==> config.mk <==
export PLATFORM = sky130hd
export DESIGN_NAME = chgs_point_cell
export DESIGN_NICKNAME = d
export VERILOG_FILES = /design/src/chgs_pkg.sv /design/src/chgs_point_cell.sv
export SDC_FILE = /design/constraint.sdc
export NUM_CORES = 1
export LEC_CHECK = 0
export BUFFER_PORTS_ARGS = -buffer_cell sky130_fd_sc_hd__buf_2
export CAP_MARGIN = 5
export CORE_MARGIN = 8
export CORE_UTILIZATION = 43
export CTS_CLUSTER_SIZE = 28
export DETAILED_ROUTE_END_ITERATION = 10
export HOLD_SLACK_MARGIN = 0.12
export PLACE_DENSITY = 0.83
export SKIP_CTS_REPAIR_TIMING = 1
export SLEW_MARGIN = 20
export SYNTH_ARGS = -nofsm -noshare
export SYNTH_HDL_FRONTEND = slang
export SYNTH_SLANG_ARGS = --single-unit
==> constraint.sdc <==
create_clock -name aclk -period 1.4 [get_ports aclk]
set_input_delay 0.28 -clock aclk [delete_from_list [all_inputs] [get_ports aclk]]
set_output_delay 0.28 -clock aclk [all_outputs]
set_load 0.05 [all_outputs]
==> src/chgs_pkg.sv <==
// ----------------------------------------------------------------------------
// chgs_pkg: shared types and constants of the convex hull graham scan unit
// Point width, cell record, stack operations, angle classes and controller
// states used across the cell chains and the top level.
// ----------------------------------------------------------------------------
`default_nettype none

package chgs_pkg;

    localparam int POINTS      = 32;
    localparam int COORD_BITS  = 16;
    localparam int IDX_W       = $clog2(POINTS);
    localparam int CNT_W       = $clog2(POINTS + 1);
    localparam int DIFF_W      = COORD_BITS + 1;
    localparam int PROD_W      = 2 * DIFF_W;
    localparam int SQ_W        = PROD_W + 1;
    localparam int IN_TDATA_W  = 32;
    localparam int OUT_TDATA_W = 40;
    localparam int HCNT_W      = 6;

    typedef struct packed {
        logic signed [COORD_BITS-1:0] x;
        logic signed [COORD_BITS-1:0] y;
        logic [IDX_W-1:0]             idx;
        logic                         valid;
        logic                         used;
    } point_cell_t;

    typedef struct packed {
        logic signed [COORD_BITS-1:0] x;
        logic signed [COORD_BITS-1:0] y;
    } stack_pt_t;

    typedef struct packed {
        logic shift;
        logic clear;
    } ring_ctrl_t;

    typedef enum logic [1:0] {
        STK_HOLD,
        STK_DOWN,
        STK_UP
    } stk_op_t;

    typedef enum logic [1:0] {
        CLS_RIGHT,
        CLS_UPPER,
        CLS_LEFT
    } ang_cls_t;

    typedef enum logic [3:0] {
        S_LOAD,
        S_PIVOT,
        S_ECHO,
        S_SEL_MUL,
        S_SEL_CMP,
        S_SEL_END,
        S_SCAN_TEST,
        S_SCAN_MUL,
        S_SCAN_DEC,
        S_ALIGN,
        S_EMIT
    } state_t;

    // polar class about the pivot: level and right, upper half, level and left
    function automatic ang_cls_t ang_class(input logic signed [DIFF_W-1:0] rx,
                                           input logic signed [DIFF_W-1:0] ry);
        ang_cls_t c;
        if (ry == '0 && !rx[DIFF_W-1]) begin
            c = CLS_RIGHT;
        end else if (!ry[DIFF_W-1] && ry != '0) begin
            c = CLS_UPPER;
        end else begin
            c = CLS_LEFT;
        end
        return c;
    endfunction

endpackage

`default_nettype wire

==> src/chgs_point_cell.sv <==
// ----------------------------------------------------------------------------
// chgs_point_cell: one cell of the point ring
// Holds one stored point with its arrival index and flags; takes its
// neighbour's record on every shift, drops its valid flag on clear.
// ----------------------------------------------------------------------------
`default_nettype none

module chgs_point_cell
    import chgs_pkg::*;
(
    input  wire logic        aclk,
    input  wire logic        aresetn,
    input  wire ring_ctrl_t  ctrl,
    input  wire point_cell_t d,
    output point_cell_t      q
);

    point_cell_t data_reg;
    logic        valid_reg;

    always_ff @(posedge aclk) begin
        if (ctrl.shift) begin
            data_reg <= d;
        end
    end

    always_ff @(posedge aclk) begin
        if (!aresetn || ctrl.clear) begin
            valid_reg <= 1'b0;
        end else if (ctrl.shift) begin
            valid_reg <= d.valid;
        end
    end

    always_comb begin
        q       = data_reg;
        q.valid = valid_reg;
    end

endmodule

`default_nettype wire

# ---- Word level (Yosys, flattened, before mapping)
# Cells that the tools add are included.
dict set report totals {
  ff_bits 39
  in_bits 43
  out_inout_bits 39
}
dict set report op_classes {
  reduce_logical 2
}
# operator n
set ops {}
lappend ops {{1-bit zero test} 1}
lappend ops {{1-bit logical OR} 1}

# ---- Longest topological paths before layout
dict set report depth {
  depth_word 2
  mapped_depth 2
  ltp_nobuf 2
}

# ---- Least setup slack after synthesis
# Ideal clock, no wire load.
dict set report synth_timing {
  path_kind {register to output}
  startpoint {register data_reg (netlist bit q[0])}
  endpoint {output q[0] in the netlist's numbering}
  path_stages_with_launch 1
  t_arrival_ns 0.601
  setup_slack_ns 0.519
  required_time_ns 1.120
  cell_sequence {edfxtp_1}
}
# item line
set synth_rtl {}
lappend synth_rtl {{start, declared} chgs_point_cell.sv:18} ;# point_cell_t data_reg;
lappend synth_rtl {{start signal, assigned} chgs_point_cell.sv:23} ;# data_reg <= d;
lappend synth_rtl {{end, declared} chgs_point_cell.sv:15} ;# output point_cell_t q
# No word-level cell between the ends.

# ---- Worst setup path after layout
dict set report layout_timing {
  startpoint {register valid_reg}
  endpoint {output q[1] in the netlist's numbering}
}
# item line
set layout_rtl {}
lappend layout_rtl {{start, declared} chgs_point_cell.sv:19} ;# logic valid_reg;
lappend layout_rtl {{start signal, assigned} chgs_point_cell.sv:31} ;# valid_reg <= d.valid;
# No word-level cell between the ends.

==> results.sh <==
export IMPL_r2r_slack_ps=650
export IMPL_die_area_sq_um=4710
export IMPL_clock_tree_root_cell="clkbuf_4"
export IMPL_antennaDiodeCount=0
export IMPL_area_growth_pct=78.15
export IMPL_largest_reg_flops=38
export IMPL_vias=898
export IMPL_core_sq_um=2686
export IMPL_synthCells=42
export IMPL_synthFlopType="edfxtp_1"
export IMPL_utilization_pct=78.99
export IMPL_hold_viol=0
export IMPL_num_rows=19
export IMPL_worst_pin_slew_ps=225.0
export IMPL_yosysSeqAreaShare_pct=97.48
export IMPL_period_needed_ps=1283
export IMPL_p_comb_share_pct=21.8
export IMPL_die_y_um=68.63
export IMPL_nets=213
export IMPL_cts_htree_levels=2
export IMPL_r2r_end="valid_reg"
export IMPL_finalPower_w=0.002699
export IMPL_intPower_w=0.001925
export IMPL_synthesis_nets=85
export IMPL_syn_area_per_cell_sq_um=28.36
export IMPL_yosysMostFrequentCell="edfxtp_1"
export IMPL_fp_dieW_um=68.63
export IMPL_cts_sinks=39
export IMPL_fmaxAchievable_mhz=779.5
export IMPL_holdPathEnd="valid_reg"
export IMPL_ant_nets=0
export IMPL_critical_path_max_stage_delay_ps=380
export IMPL_grt_ovfl_total=0
export IMPL_yosysUniqueCellTypes=5
export IMPL_drcViolationCount=0
export IMPL_hp_start="aresetn"
export IMPL_drive_gt1_share_pct=53.22
export IMPL_yosys_warnings=0
export IMPL_vias_per_cell=4.446
export IMPL_pin_count=82
export IMPL_rsz0062_at_grt="false"
export IMPL_whs_path_depth=2
export IMPL_gp_congestion=0.6763
export IMPL_fillers=151
export IMPL_clock_latency_ps=340
export IMPL_start_util_pct=44.34
export IMPL_max_cap_violations=0
export IMPL_clkPwrFrac_pct=26.3
export IMPL_wire_per_inst_um=17.30
export IMPL_sequentialPowerShare_pct=51.9
export IMPL_irDropWorstVdd_mv=1.194
export IMPL_swShare_pct=28.68
export IMPL_async_reset_ff_share_pct=0
export IMPL_drtIter0Drc=49
export IMPL_synth_edf_count=38
export IMPL_yosysTopAreaCell="edfxtp_1"
export IMPL_grtUsageTotal_pct=11.07
export IMPL_cpMaxStageDelayCell="dfxtp_1"
export IMPL_end_kind="primary output"
export IMPL_status="completed"
export IMPL_cpLargestDelayFamily="flip-flops"
export IMPL_startpoint_type="flop"
export IMPL_grt_max_degree=24
export IMPL_clk_path_buf_depth=2
export IMPL_dr_pass1_iters=4
export IMPL_worstPathCellList="buf_2"
export IMPL_cts_tree="done"
export IMPL_numCtsBuffers=5
export IMPL_clk_transition_reported_paths_ps=110
export IMPL_fin_worst_skew_ps=0
export IMPL_min_path_type="in2reg"
export IMPL_path_class="reg2out"
export IMPL_netlist_area_leader_share_pct=95.80
export IMPL_r2r_start="valid_reg"
export IMPL_p_leak_nw=0.9281
export IMPL_slew_headroom_pct=84.57
export IMPL_finalSetupViolCount=0
export IMPL_switchingPower_w=0.0007739
export IMPL_yosys_register_bits=39
export IMPL_critical_path_buf_inv_count=1
export IMPL_required_ps=1120
export IMPL_grt_pass1_wl_um=3532
export IMPL_synth_common_cells="edfxtp_1, buf_4, dfxtp_1, mux2i_1, nor3b_2"
export IMPL_yosys_top_cells_area="edfxtp_1, dfxtp_1, nor3b_2"
export IMPL_setup_tns_ps=0
export IMPL_slew_viol_final=0
export IMPL_wirelength_um=3494
export IMPL_arrival_ps=1000
export IMPL_antenna_found_initial=0
export IMPL_whs_ps=213.4
export IMPL_r2r_cells=2
export IMPL_power_density_nw_per_um2=1272
export IMPL_crit_fanout=2
export IMPL_portBuffers=81
export IMPL_grt_pass1_vias=775
export IMPL_finalCritPeriodShare_pct=91.64
export IMPL_synth_area_sq_um=1191
## placed cells by master, fill, tap and decap left out
master	n
bufinv_16	1
nor3b_2	1
buf_4	1
buf_2	81
mux2i_1	1
clkinv_1	1
dfxtp_1	1
buf_12	1
edfxtp_1	38
clkinv_2	1
clkbuf_4	5
dlygate4sd3_1	39
## cell families after synthesis
| family | after synthesis | synth area share [%] |
|---|---|---|
| buffers and inverters | 1 | 0.6305 |
| DFF | 39 | 97.48 |
| muxes | 1 | 0.8404 |
| and+or+nand+nor | 1 | 1.050 |
## metal layers
metal	vias up	wire, um	global-route usage, %
li1	422	-	-
met1	404	1240	9.543
met3	6	563	13.09
met5	-	0	0
met2	66	1637	14.75
met4	0	52	6.138
## power groups by stage
stage                     Combinational (W)  Clock, W  Sequential, W
after global routing               0.000612  0.000774        0.00141
final                              0.000588  0.000710        0.00140
after CTS                          0.000500  0.000723        0.00140
after global placement             0.000494         0        0.00142
after floorplan                  0.00000789         0        0.00175
after detailed placement           0.000500         0        0.00142
## stage by stage
stage / worst slack (ps) / area, sq um / instances
2_1_floorplan: 519.4 / 1191 / 42
3_3_place_gp: 432.2 / 1655 / 155
3_5_place_dp: 408.6 / 1655 / 155
4_1_cts: 152.1 / 1732 / 163
5_1_grt: 73.90 / 2122 / 202
6_report: 117.1 / 2122 / 202
## worst max-delay path by stage
stage	startpoint	end	slack, ps	cells after the start
floorplan	q[0]	q[0]	520	0
global placement	ctrl[1]	q[18]	430	2
detailed placement	ctrl[1]	q[32]	410	2
CTS	q[15]	q[15]	150	1
global route	valid_reg	q[1]	70	1
finish	valid_reg	q[1]	120	1
## final cells by class
class | instances | area [sq um] | share of cell area, %
clock buffer | 5 | 37.54 | 1.769
clock inverter | 3 | 38.79 | 1.828
multi-input combinational | 2 | 22.52 | 1.061
sequential | 39 | 1161 | 54.72
tap | 31 | 38.79 | 1.828
timing repair buffer | 122 | 823.3 | 38.80
Power figures use the tool's default switching activity.
