## config.mk

```make
export PLATFORM = sky130hd
export DESIGN_NAME = chgs_stack_cell
export DESIGN_NICKNAME = d
export VERILOG_FILES = /design/src/chgs_pkg.sv /design/src/chgs_stack_cell.sv
export SDC_FILE = /design/constraint.sdc
export NUM_CORES = 1
export LEC_CHECK = 0
export ABC_CLOCK_PERIOD_IN_PS = 3300
export BUFFER_PORTS_ARGS = -buffer_cell sky130_fd_sc_hd__clkbuf_2
export CAP_MARGIN = 20
export CORE_UTILIZATION = 45
export DETAILED_ROUTE_END_ITERATION = 12
export GPL_TIMING_DRIVEN = 0
export PLACE_DENSITY = 0.85
export SYNTH_ARGS = -nofsm -noshare
export SYNTH_HDL_FRONTEND = slang
export SYNTH_SLANG_ARGS = --single-unit
```

## constraint.sdc

```tcl
create_clock -name aclk -period 3.3 [get_ports aclk]
set_input_delay 0.66 -clock aclk [delete_from_list [all_inputs] [get_ports aclk]]
set_output_delay 0.66 -clock aclk [all_outputs]
set_load 0.05 [all_outputs]
```

## src/chgs_pkg.sv

```systemverilog
// ----------------------------------------------------------------------------
// chgs_pkg: shared types and constants of the convex hull graham scan unit
// Point width, cell record, stack operations, angle classes and controller
// states used across the cell chains and the top level.
// ----------------------------------------------------------------------------
`default_nettype none

package chgs_pkg;

    localparam int POINTS      = 32;
    localparam int COORD_BITS  = 16;
    localparam int IDX_W       = $clog2(POINTS);
    localparam int CNT_W       = $clog2(POINTS + 1);
    localparam int DIFF_W      = COORD_BITS + 1;
    localparam int PROD_W      = 2 * DIFF_W;
    localparam int SQ_W        = PROD_W + 1;
    localparam int IN_TDATA_W  = 32;
    localparam int OUT_TDATA_W = 40;
    localparam int HCNT_W      = 6;

    typedef struct packed {
        logic signed [COORD_BITS-1:0] x;
        logic signed [COORD_BITS-1:0] y;
        logic [IDX_W-1:0]             idx;
        logic                         valid;
        logic                         used;
    } point_cell_t;

    typedef struct packed {
        logic signed [COORD_BITS-1:0] x;
        logic signed [COORD_BITS-1:0] y;
    } stack_pt_t;

    typedef struct packed {
        logic shift;
        logic clear;
    } ring_ctrl_t;

    typedef enum logic [1:0] {
        STK_HOLD,
        STK_DOWN,
        STK_UP
    } stk_op_t;

    typedef enum logic [1:0] {
        CLS_RIGHT,
        CLS_UPPER,
        CLS_LEFT
    } ang_cls_t;

    typedef enum logic [3:0] {
        S_LOAD,
        S_PIVOT,
        S_ECHO,
        S_SEL_MUL,
        S_SEL_CMP,
        S_SEL_END,
        S_SCAN_TEST,
        S_SCAN_MUL,
        S_SCAN_DEC,
        S_ALIGN,
        S_EMIT
    } state_t;

    // polar class about the pivot: level and right, upper half, level and left
    function automatic ang_cls_t ang_class(input logic signed [DIFF_W-1:0] rx,
                                           input logic signed [DIFF_W-1:0] ry);
        ang_cls_t c;
        if (ry == '0 && !rx[DIFF_W-1]) begin
            c = CLS_RIGHT;
        end else if (!ry[DIFF_W-1] && ry != '0) begin
            c = CLS_UPPER;
        end else begin
            c = CLS_LEFT;
        end
        return c;
    endfunction

endpackage

`default_nettype wire

```

## src/chgs_stack_cell.sv

```systemverilog
// ----------------------------------------------------------------------------
// chgs_stack_cell: one cell of the hull stack
// Push and drain move points one cell deeper, pop moves them one cell up.
// ----------------------------------------------------------------------------
`default_nettype none

module chgs_stack_cell
    import chgs_pkg::*;
(
    input  wire logic      aclk,
    input  wire stk_op_t   op,
    input  wire stack_pt_t from_up,
    input  wire stack_pt_t from_down,
    output stack_pt_t      q
);

    stack_pt_t pt_reg;

    always_ff @(posedge aclk) begin
        case (op)
            STK_DOWN: pt_reg <= from_up;
            STK_UP:   pt_reg <= from_down;
            default:  pt_reg <= pt_reg;
        endcase
    end

    assign q = pt_reg;

endmodule

`default_nettype wire

```

**After elaboration in Yosys (flattened, before gate mapping)**

Index checks and enable logic that the tools add are counted.
W data, S select, Z words.

- Word-level logic and storage cells: 6
- Flip-flop bits (word level): 32
- Output and inout bits: 32

- Eq/ne operators: 2
- Reductions and logical operators: 1
- Multiplexer cells: 1

Operators with widths:

| operator | count |
|---|---|
| $pmux W32 S2 | 1 |
| $eq A2 B1 Y1 const B | 1 |
| $eq A2 B2 Y1 const B | 1 |
| $reduce_bool A2 Y1 | 1 |

**Depth between registers and ports, before layout**

Gate-level depths: netlist of run 1.

- Word-level depth: 2
- Mapped depth: 5
- Gate-level depth less buffers: 3

**Least setup slack after synthesis of run 1**

No wires, ideal clock.

- Path kind: input -> register
- Start: in op[0]
- End: reg pt_reg, in the netlist q[0] (enable)
- Data required time: 2,913 ps
- Setup time: 387 ps
- Cell stages on the path: 3
- Slack: 1,315 ps
- Arrival time: 1,598 ps
- Buffers on the path: 0
- Path through: inv_1 -> ha_1 -> inv_1

- Word-level cells in the longest chain between the ends: 2

RTL lines:

| what | line | source |
|---|---|---|
| start, declared | chgs_stack_cell.sv:11 | `input wire stk_op_t op,` |
| $eq A2 B2 Y1 / $eq A2 B1 Y1 (equally long branches) | chgs_stack_cell.sv:20 | `case (op)` |
| $reduce_bool A2 Y1 (no source line) * | n/a |  |
| end signal, assigned | chgs_stack_cell.sv:21 | `STK_DOWN: pt_reg <= from_up;` |
| end signal, assigned | chgs_stack_cell.sv:22 | `STK_UP: pt_reg <= from_down;` |
| end signal, assigned | chgs_stack_cell.sv:23 | `default: pt_reg <= pt_reg;` |
| end, declared | chgs_stack_cell.sv:17 | `stack_pt_t pt_reg;` |

Every way passes the cells marked *; elsewhere a longest branch is shown, timed or not.
A chain may end at the register's enable or synchronous reset.

**Worst setup path after layout of run 1**

- Start: in op[0]
- End: reg pt_reg, in the netlist q[2] (enable)

Same word-level chain as after synthesis.

==> reports/qor.yml, run 1 <==
fin_setup_tns_ps: 0
syn-num-nets: 139
rsz0062_at_grt: "false"
clock.fmax_mhz: 584.7
io_pins: 99
die_y_um: 60.22
max_stage_delay_ps: 480
cts_setup_buffers: 0
crit_path_start_kind: "input pin"
arrival_ps: 1750
hold_viol_final: 0
area_growth_pct: 40.53
grt_overflow_total: 0
antenna_found_initial: 0
grt_usage_pct: 16.05
firstDrtPassIters: 4
drtIter0Drc: 20
drc: 0
placed_cell_area_um2: 2071
power.leakage_uw: 0.001042
grt_pass1_vias: 924
peakVddDrop_mv: 0.2715
coreArea_um2: 3128
n_antenna_cell: 0
status: "finished, final reports clean"
clk_root_buffer_cell: "clkbuf_4"
gp_congestion: 0.6458
maxSlewViolCount: 0
ys_seq_elements: 32
yosysSeqAreaShare_pct: 63.00
ys_warn_count: 0
wl_per_cell_um: 13.52
stdcell_count: 221
ant_nets: 0
place_inst: 213
crit_path_end_kind: "register"
dieArea_um2: 3626
slew_headroom_pct: 57.14
critPathKind: "in2reg"
cts_made_buffers: 5
path_max_fanout: 18
cts_tree: "done"
drt-total-wl_um: 2989
start_util_pct: 48.76
ys_types: 7
syn_area_um2: 1525
critical_path_required_ps: 3340
drv_cap: 0
cts_hold_buf: 0
cts-resized-gates: 0
power_density_nw_per_um2: 524.6
nets: 245
io_buffers: 98
fin_area_um2: 2143
path_common_cell: "inv_1"
via_count: 999
dp.final_hpwl_um: 2291
cts.sinks: 32
timing.final.crit_share_pct: 51.83
setup-violations-final: 0
largest_reg_flops: 32
num_rows: 20
min_path_type: "in2reg"
grt_start_max_net_pins: 33
clk_path_buf_depth: 2
synthCells: 71
clk_pin_slew_ps: 100
cp_cell_sequence: "clkbuf_2 > inv_1 > ha_1 > inv_1 > buf_16"
worst_pin_slew_ps: 642.2
critPathSlowestCell: "inv_1"
avgSynthCellArea_um2: 21.48
drt-vias-per-instance: 4.520
critPathBufInv: 4
drive_above_1_share_pct: 79.10
cp_top_family: "buffers and inverters"
fin_crit_ps: 1710
htree_levels: 2
fp.dieW_um: 60.22
grt_pass1_wl_um: 4022
-- cell type report --
type,instances,area (um^2)
flip-flops and latches,32,960.9
inverters,2,7.507
well taps,44,55.05
fillers,232,984.7
plain buffers,4,71.32
clock buffers,5,37.54
multi-input cells,33,485.5
clock inverters,2,7.507
repair buffers,99,518.0
-- metrics by stage --
step	total power [uW]	util, %	hold slack (ps)	setup WS (ps)
final	1124	68.52	625.9	1590
after global placement	921.3	66.20	961.1	1011
after global routing	1170	68.52	609.9	1533
after floorplan	827.7	-	877.5	1315
after detailed placement	929.7	66.20	965.8	955.3
after CTS	1126	67.64	617.0	1312
-- cell usage in the layout, fill, tap and decap left out, drive strengths merged --
cell	Yosys	final
buf	4	5
clkbuf	0	103
clkinv	0	2
edfxtp	32	32
ha	1	1
inv	2	2
mux2	32	32
-- metal layers --
| metal | share of wire [%] | track usage, % |
|---|---|---|
| met1 | 37 | 16.02 |
| met2 | 53 | 28.89 |
| met3 | 8.1 | 5.844 |
| met4 | 1.8 | 7.973 |
| met5 | 0 | 0 |
-- synthesized netlist by cell type --
cell | number | area, um^2
edfxtp_1 | 32 | 960.9
mux2_4 | 30 | 450.4
buf_12 | 3 | 60.06
inv_1 | 2 | 7.510
mux2_2 | 2 | 22.52
buf_6 | 1 | 11.26
ha_1 | 1 | 12.51
-- final timing paths --
kind,startpoint,endpoint,cells after the start
worst max-delay path,op[0],q[2],5
worst min-delay path,from_up[12],q[12],2
-- power by group --
part | internal, uW | switching (uW) | leakage (uW)
Sequential | 516 | 14.4 | 0.000313
Clock | 74.2 | 126 | 0.0000261
Combinational | 123 | 271 | 0.000703
Total | 713 | 411 | 0.00104
-- logic make-up after synthesis --
kind of cell | Yosys count | share of synthesized area (%)
adder cells (fa/ha/maj) | 1 | 0.8202
buffers and inverters | 6 | 5.168
flip-flops | 32 | 63.00
multiplexers | 32 | 31.01
Note: power is estimated with default switching activity, not from simulation.
==> run 2, diff against run 1 <==
--- a/config.mk
+++ b/config.mk
@@ -5,13 +5,13 @@
 export SDC_FILE = /design/constraint.sdc
 export NUM_CORES = 1
 export LEC_CHECK = 0
-export ABC_CLOCK_PERIOD_IN_PS = 3300
+export ABC_CLOCK_PERIOD_IN_PS = 1700
 export BUFFER_PORTS_ARGS = -buffer_cell sky130_fd_sc_hd__clkbuf_2
 export CAP_MARGIN = 20
-export CORE_UTILIZATION = 45
+export CORE_UTILIZATION = 42
 export DETAILED_ROUTE_END_ITERATION = 12
 export GPL_TIMING_DRIVEN = 0
-export PLACE_DENSITY = 0.85
+export PLACE_DENSITY = 0.8
 export SYNTH_ARGS = -nofsm -noshare
 export SYNTH_HDL_FRONTEND = slang
 export SYNTH_SLANG_ARGS = --single-unit
==> constraint.sdc (replaced) <==
create_clock -name aclk -period 1.7 [get_ports aclk]
set_input_delay 0.34 -clock aclk [delete_from_list [all_inputs] [get_ports aclk]]
set_output_delay 0.34 -clock aclk [all_outputs]
set_load 0.05 [all_outputs]
==> run 2 against run 1 <==
Against the previous run: final area up 0.12%; count of clock-buffer cells in the layout unchanged; sequential power up 94%; die area up 6.9%; worst hold slack worse by 310 ps; clock power up 91%; combinational power up 94%; non-clock buffer count unchanged; via count up 1.9%; final cell count up 0.90%; critical endpoint is now q[11]; largest cell class unchanged; highest routed layer unchanged.
==> reports/qor.yml, run 2 (synthesized netlist as in run 1, its figures left out) <==
antenna_found_initial: 0
area_growth_pct: 40.69
num_rows: 21
firstDrtPassIters: 4
via_count: 1018
clk_root_buffer_cell: "clkbuf_4"
switching_share_pct: 36.37
p_switching_uw: 791.3
grt_use_met1_pct: 16.18
start_util_pct: 44.65
hold_viol_final: 0
fp.dieW_um: 62.26
fin_setup_tns_ps: 0
intPower_uw: 1385
io_pins: 99
grt_usage_pct: 16.02
use_met3_pct: 6.618
clk_path_buf_depth: 2
grt_start_max_net_pins: 24
cts_made_buffers: 5
cts_hold_buf: 0
cts-resized-gates: 0
slew_headroom_pct: 66.86
path_max_fanout: 23
final_cell_mix: "clkbuf_2 (98), edfxtp_1 (32), mux2_4 (30)"
crit_path_start_kind: "input pin"
drive_above_1_share_pct: 79.10
hold_depth: 2
min_path_type: "in2reg"
nets: 245
peakVddDrop_mv: 0.5912
grt_pass1_vias: 1036
drv_cap: 0
die_y_um: 62.26
power.share.combinational_pct: 35.0
io_buffers: 98
grt_overflow_total: 0
critPathKind: "in2reg"
n_antenna_cell: 0
dieArea_um2: 3876
cts_setup_buffers: 0
drc: 0
maxSlewViolCount: 0
clk_pin_slew_ps: 90
timing.final.crit_share_pct: 76.83
p_clk_share_pct: 17.5
htree_levels: 2
status: "finished, final reports clean"
cts_tree: "done"
dp.final_hpwl_um: 2353
power.leakage_uw: 0.001042
drt-total-wl_um: 2921
clock.fmax_mhz: 765.7
rsz0062_at_grt: "false"
power_density_nw_per_um2: 1014
cts.sinks: 32
use_met2_pct: 28.57
utilization_pct: 62.82
setup-violations-final: 0
gp_congestion: 0.6902
place_inst: 216
drt-vias-per-instance: 4.565
drtIter0Drc: 11
largest_reg_flops: 32
final_common_cell: "clkbuf_2"
crit_path_end_kind: "register"
coreArea_um2: 3416
wl_per_cell_um: 13.10
grt_pass1_wl_um: 4636
seq_power_share_pct: 47.4
critical_path_required_ps: 1730
arrival_ps: 1340
ant_nets: 0
grt_busiest_layer: "met2"
stdcell_count: 223
worst_pin_slew_ps: 496.5
fin_crit_ps: 1306
-- run 2: cell counts in the layout (fill, tap and decap cells not counted) --
Identical to the previous run, type by type.
-- run 2: cell type report --
| class | count | area, um^2 |
|---|---|---|
| Buffer | 4 | 71.32 |
| Clock buffer | 5 | 37.54 |
| Clock inverter | 2 | 7.507 |
| Fill cell | 272 | 1270 |
| Inverter | 2 | 7.507 |
| Multi-Input combinational cell | 33 | 485.5 |
| Sequential cell | 32 | 960.9 |
| Tap cell | 46 | 57.56 |
| Timing Repair Buffer | 99 | 518.0 |
-- run 2: worst max-delay path: stages --
cell and delay, ps:
clkbuf_2 70, inv_1 30, ha_1 270, inv_1 380, buf_16 230
-- run 2: routing by layer --
metal | vias up | share of wire, %
li1 | 487 | -
met1 | 473 | 34
met2 | 53 | 56
met3 | 5 | 8.6
met4 | 0 | 1.3
met5 | - | 0
-- run 2: path summary, 6_finish.rpt --
check | end | slack [ps] | from
worst max-delay path | q[11] | 390 | op[0]
worst min-delay path | q[8] | 310 | from_down[8]
-- run 2: power groups by stage --
stage / logic (uW) / registers (uW) / clock network, uW
floorplan: 153 / 1450 / 0
global placement: 740 / 1050 / 0
detailed placement: 767 / 1050 / 0
CTS: 769 / 1030 / 394
global route: 791 / 1040 / 428
finish: 762 / 1030 / 382
-- run 2: metrics by stage --
| stage | instance area (um^2) | power [uW] | setup WS, ps | hold slack [ps] |
|---|---|---|---|---|
| global placement | 2073 | 1788 | -271.2 | 641.0 |
| CTS | 2146 | 2198 | 366.1 | 293.5 |
| finish | 2146 | 2176 | 393.9 | 311.7 |
| global route | 2146 | 2264 | 329.4 | 288.8 |
| floorplan | 1525 | 1607 | 35.28 | 557.5 |
| detailed placement | 2101 | 1820 | 45.66 | 643.9 |
==> run 3, diff against run 2 <==
--- a/config.mk
+++ b/config.mk
@@ -5,13 +5,13 @@
 export SDC_FILE = /design/constraint.sdc
 export NUM_CORES = 1
 export LEC_CHECK = 0
-export ABC_CLOCK_PERIOD_IN_PS = 1700
+export ABC_CLOCK_PERIOD_IN_PS = 1100
 export BUFFER_PORTS_ARGS = -buffer_cell sky130_fd_sc_hd__clkbuf_2
 export CAP_MARGIN = 20
-export CORE_UTILIZATION = 42
+export CORE_UTILIZATION = 38
 export DETAILED_ROUTE_END_ITERATION = 12
 export GPL_TIMING_DRIVEN = 0
-export PLACE_DENSITY = 0.8
+export PLACE_DENSITY = 0.76
 export SYNTH_ARGS = -nofsm -noshare
 export SYNTH_HDL_FRONTEND = slang
 export SYNTH_SLANG_ARGS = --single-unit
==> constraint.sdc (replaced) <==
create_clock -name aclk -period 1.1 [get_ports aclk]
set_input_delay 0.22 -clock aclk [delete_from_list [all_inputs] [get_ports aclk]]
set_output_delay 0.22 -clock aclk [all_outputs]
set_load 0.05 [all_outputs]
==> run 3 against run 2 <==
Against the previous run: the run now ends with setup timing left; utilization increased by 0.41 points; worst hold slack got worse by 75 ps; sequential share of layout area decreased by 4.2 points; critical endpoint is now q[4]; largest power group unchanged.
==> reports/qor.yml, run 3 (synthesized netlist as in run 1, its figures left out) <==
drtIter0Drc: 44
coreArea_um2: 3744
drv_cap: 0
gp_congestion: 0.7389
antenna_found_initial: 0
crit_path_end_kind: "primary output"
dpl_worst_slack_ps: -603.2
total_power_uw: 3829
final_common_cell: "clkbuf_2"
fin_crit_ps: 1101
grt_pass1_vias: 1119
clock.fmax_mhz: 908.4
stdcell_count: 228
status: "finished, violations left"
grt_start_max_net_pins: 17
timing.final.crit_share_pct: 100.1
critical_path_cell_count: 1
layout_setup_ws_ps: -0.8920
drt-total-wl_um: 3186
crit_end: "q[4]"
clk_root_buffer_cell: "clkbuf_8"
die_y_um: 65.36
n_antenna_cell: 0
htree_levels: 2
fillers: 294
cts_tree: "done"
crit_path_start_kind: "register"
ant_nets: 0
final_cell_mix: "clkbuf_2 (66), edfxtp_1 (32), mux2_4 (30)"
num_rows: 22
wl_per_cell_um: 13.97
firstDrtPassIters: 4
area_growth_pct: 55.21
multi_input_area_um2: 498.0
max_stage_delay_ps: 430
cts_made_buffers: 5
io_buffers: 98
place_inst: 217
dp.final_hpwl_um: 2388
path_max_fanout: 1
drive_above_1_share_pct: 80.56
setup-violations-final: 1
largest_reg_flops: 32
drc: 0
clk_pin_slew_ps: 60
ff_latch_area_um2: 960.9
hold_viol_final: 0
dieArea_um2: 4271
critical_path_required_ps: 880
via_count: 1032
cp_top_family: "flip-flops"
peakVddDrop_mv: 0.7813
critPathSlowestCell: "edfxtp_1"
cp_cell_sequence: "buf_8"
critPathKind: "reg2out"
grt_overflow_total: 0
crit_path_start: "q[4]"
power_density_nw_per_um2: 1618
min_path_type: "in2reg"
critPathBufInv: 1
io_pins: 99
violations: "setup timing"
maxSlewViolCount: 0
cts.sinks: 32
fp.dieW_um: 65.36
grt_pass1_wl_um: 4823
clk_path_buf_depth: 2
arrival_ps: 880
slew_headroom_pct: 83.54
drt-vias-per-instance: 4.526
nets: 247
start_util_pct: 40.74
rsz0062_at_grt: "true"
power.leakage_uw: 0.001099
utilization_pct: 63.24
worst_pin_slew_ps: 248.7
grt_usage_pct: 15.68
run 3: power breakdown:
part | total (uW) | leakage (uW) | switching (uW) | internal, uW
registers | 1620 | 0.000313 | 64.5 | 1550
clock network | 847 | 0.0000399 | 407 | 440
logic | 1360 | 0.000746 | 826 | 538
total | 3830 | 0.00110 | 1300 | 2530
run 3: through the flow:
stage | area, um^2 | hold WS [ps] | setup TNS (ps)
2_1_floorplan | 1549 | 437.5 | -8678
3_3_place_gp | 2100 | 520.8 | -25020
3_5_place_dp | 2100 | 524.3 | -27710
4_1_cts | 2313 | 229.0 | -7.581
5_1_grt | 2367 | 228.3 | -80.90
6_report | 2367 | 237.1 | -0.8920
run 3: final cells by class:
| type | count | share of cell area, % |
|---|---|---|
| plain buffers | 4 | 3.013 |
| clock buffers | 7 | 3.224 |
| clock inverters | 1 | 0.1586 |
| inverters | 2 | 0.7928 |
| multi-input cells | 33 | 21.04 |
| flip-flops and latches | 32 | 40.59 |
| well taps | 48 | 2.537 |
| repair buffers | 100 | 28.33 |
| repair inverters | 1 | 0.3171 |
run 3: how the worst min path moves through the flow:
stage,startpoint,end,slack [ps],depth (start not counted)
floorplan,from_down[0],q[0],440,1
global placement,from_down[3],q[3],520,2
detailed placement,from_down[1],q[1],520,2
CTS,from_up[30],q[30],230,2
global route,from_up[2],q[2],230,2
finish,from_up[1],q[1],240,2
run 3: what timing repair did:
action                     CTS  global route
setup endpoints to repair   60            55
setup buffers                0             2
pin swaps                    0             0
cloned                       1             0
resized for setup           38            25
hold buffers                 0             0
run 3: routing by layer:
| layer | global-route usage [%] | share of wire, % |
|---|---|---|
| met1 | 15.45 | 35 |
| met2 | 27.96 | 54 |
| met3 | 6.597 | 9.9 |
| met4 | 7.609 | 1.6 |
| met5 | 0 | 0 |
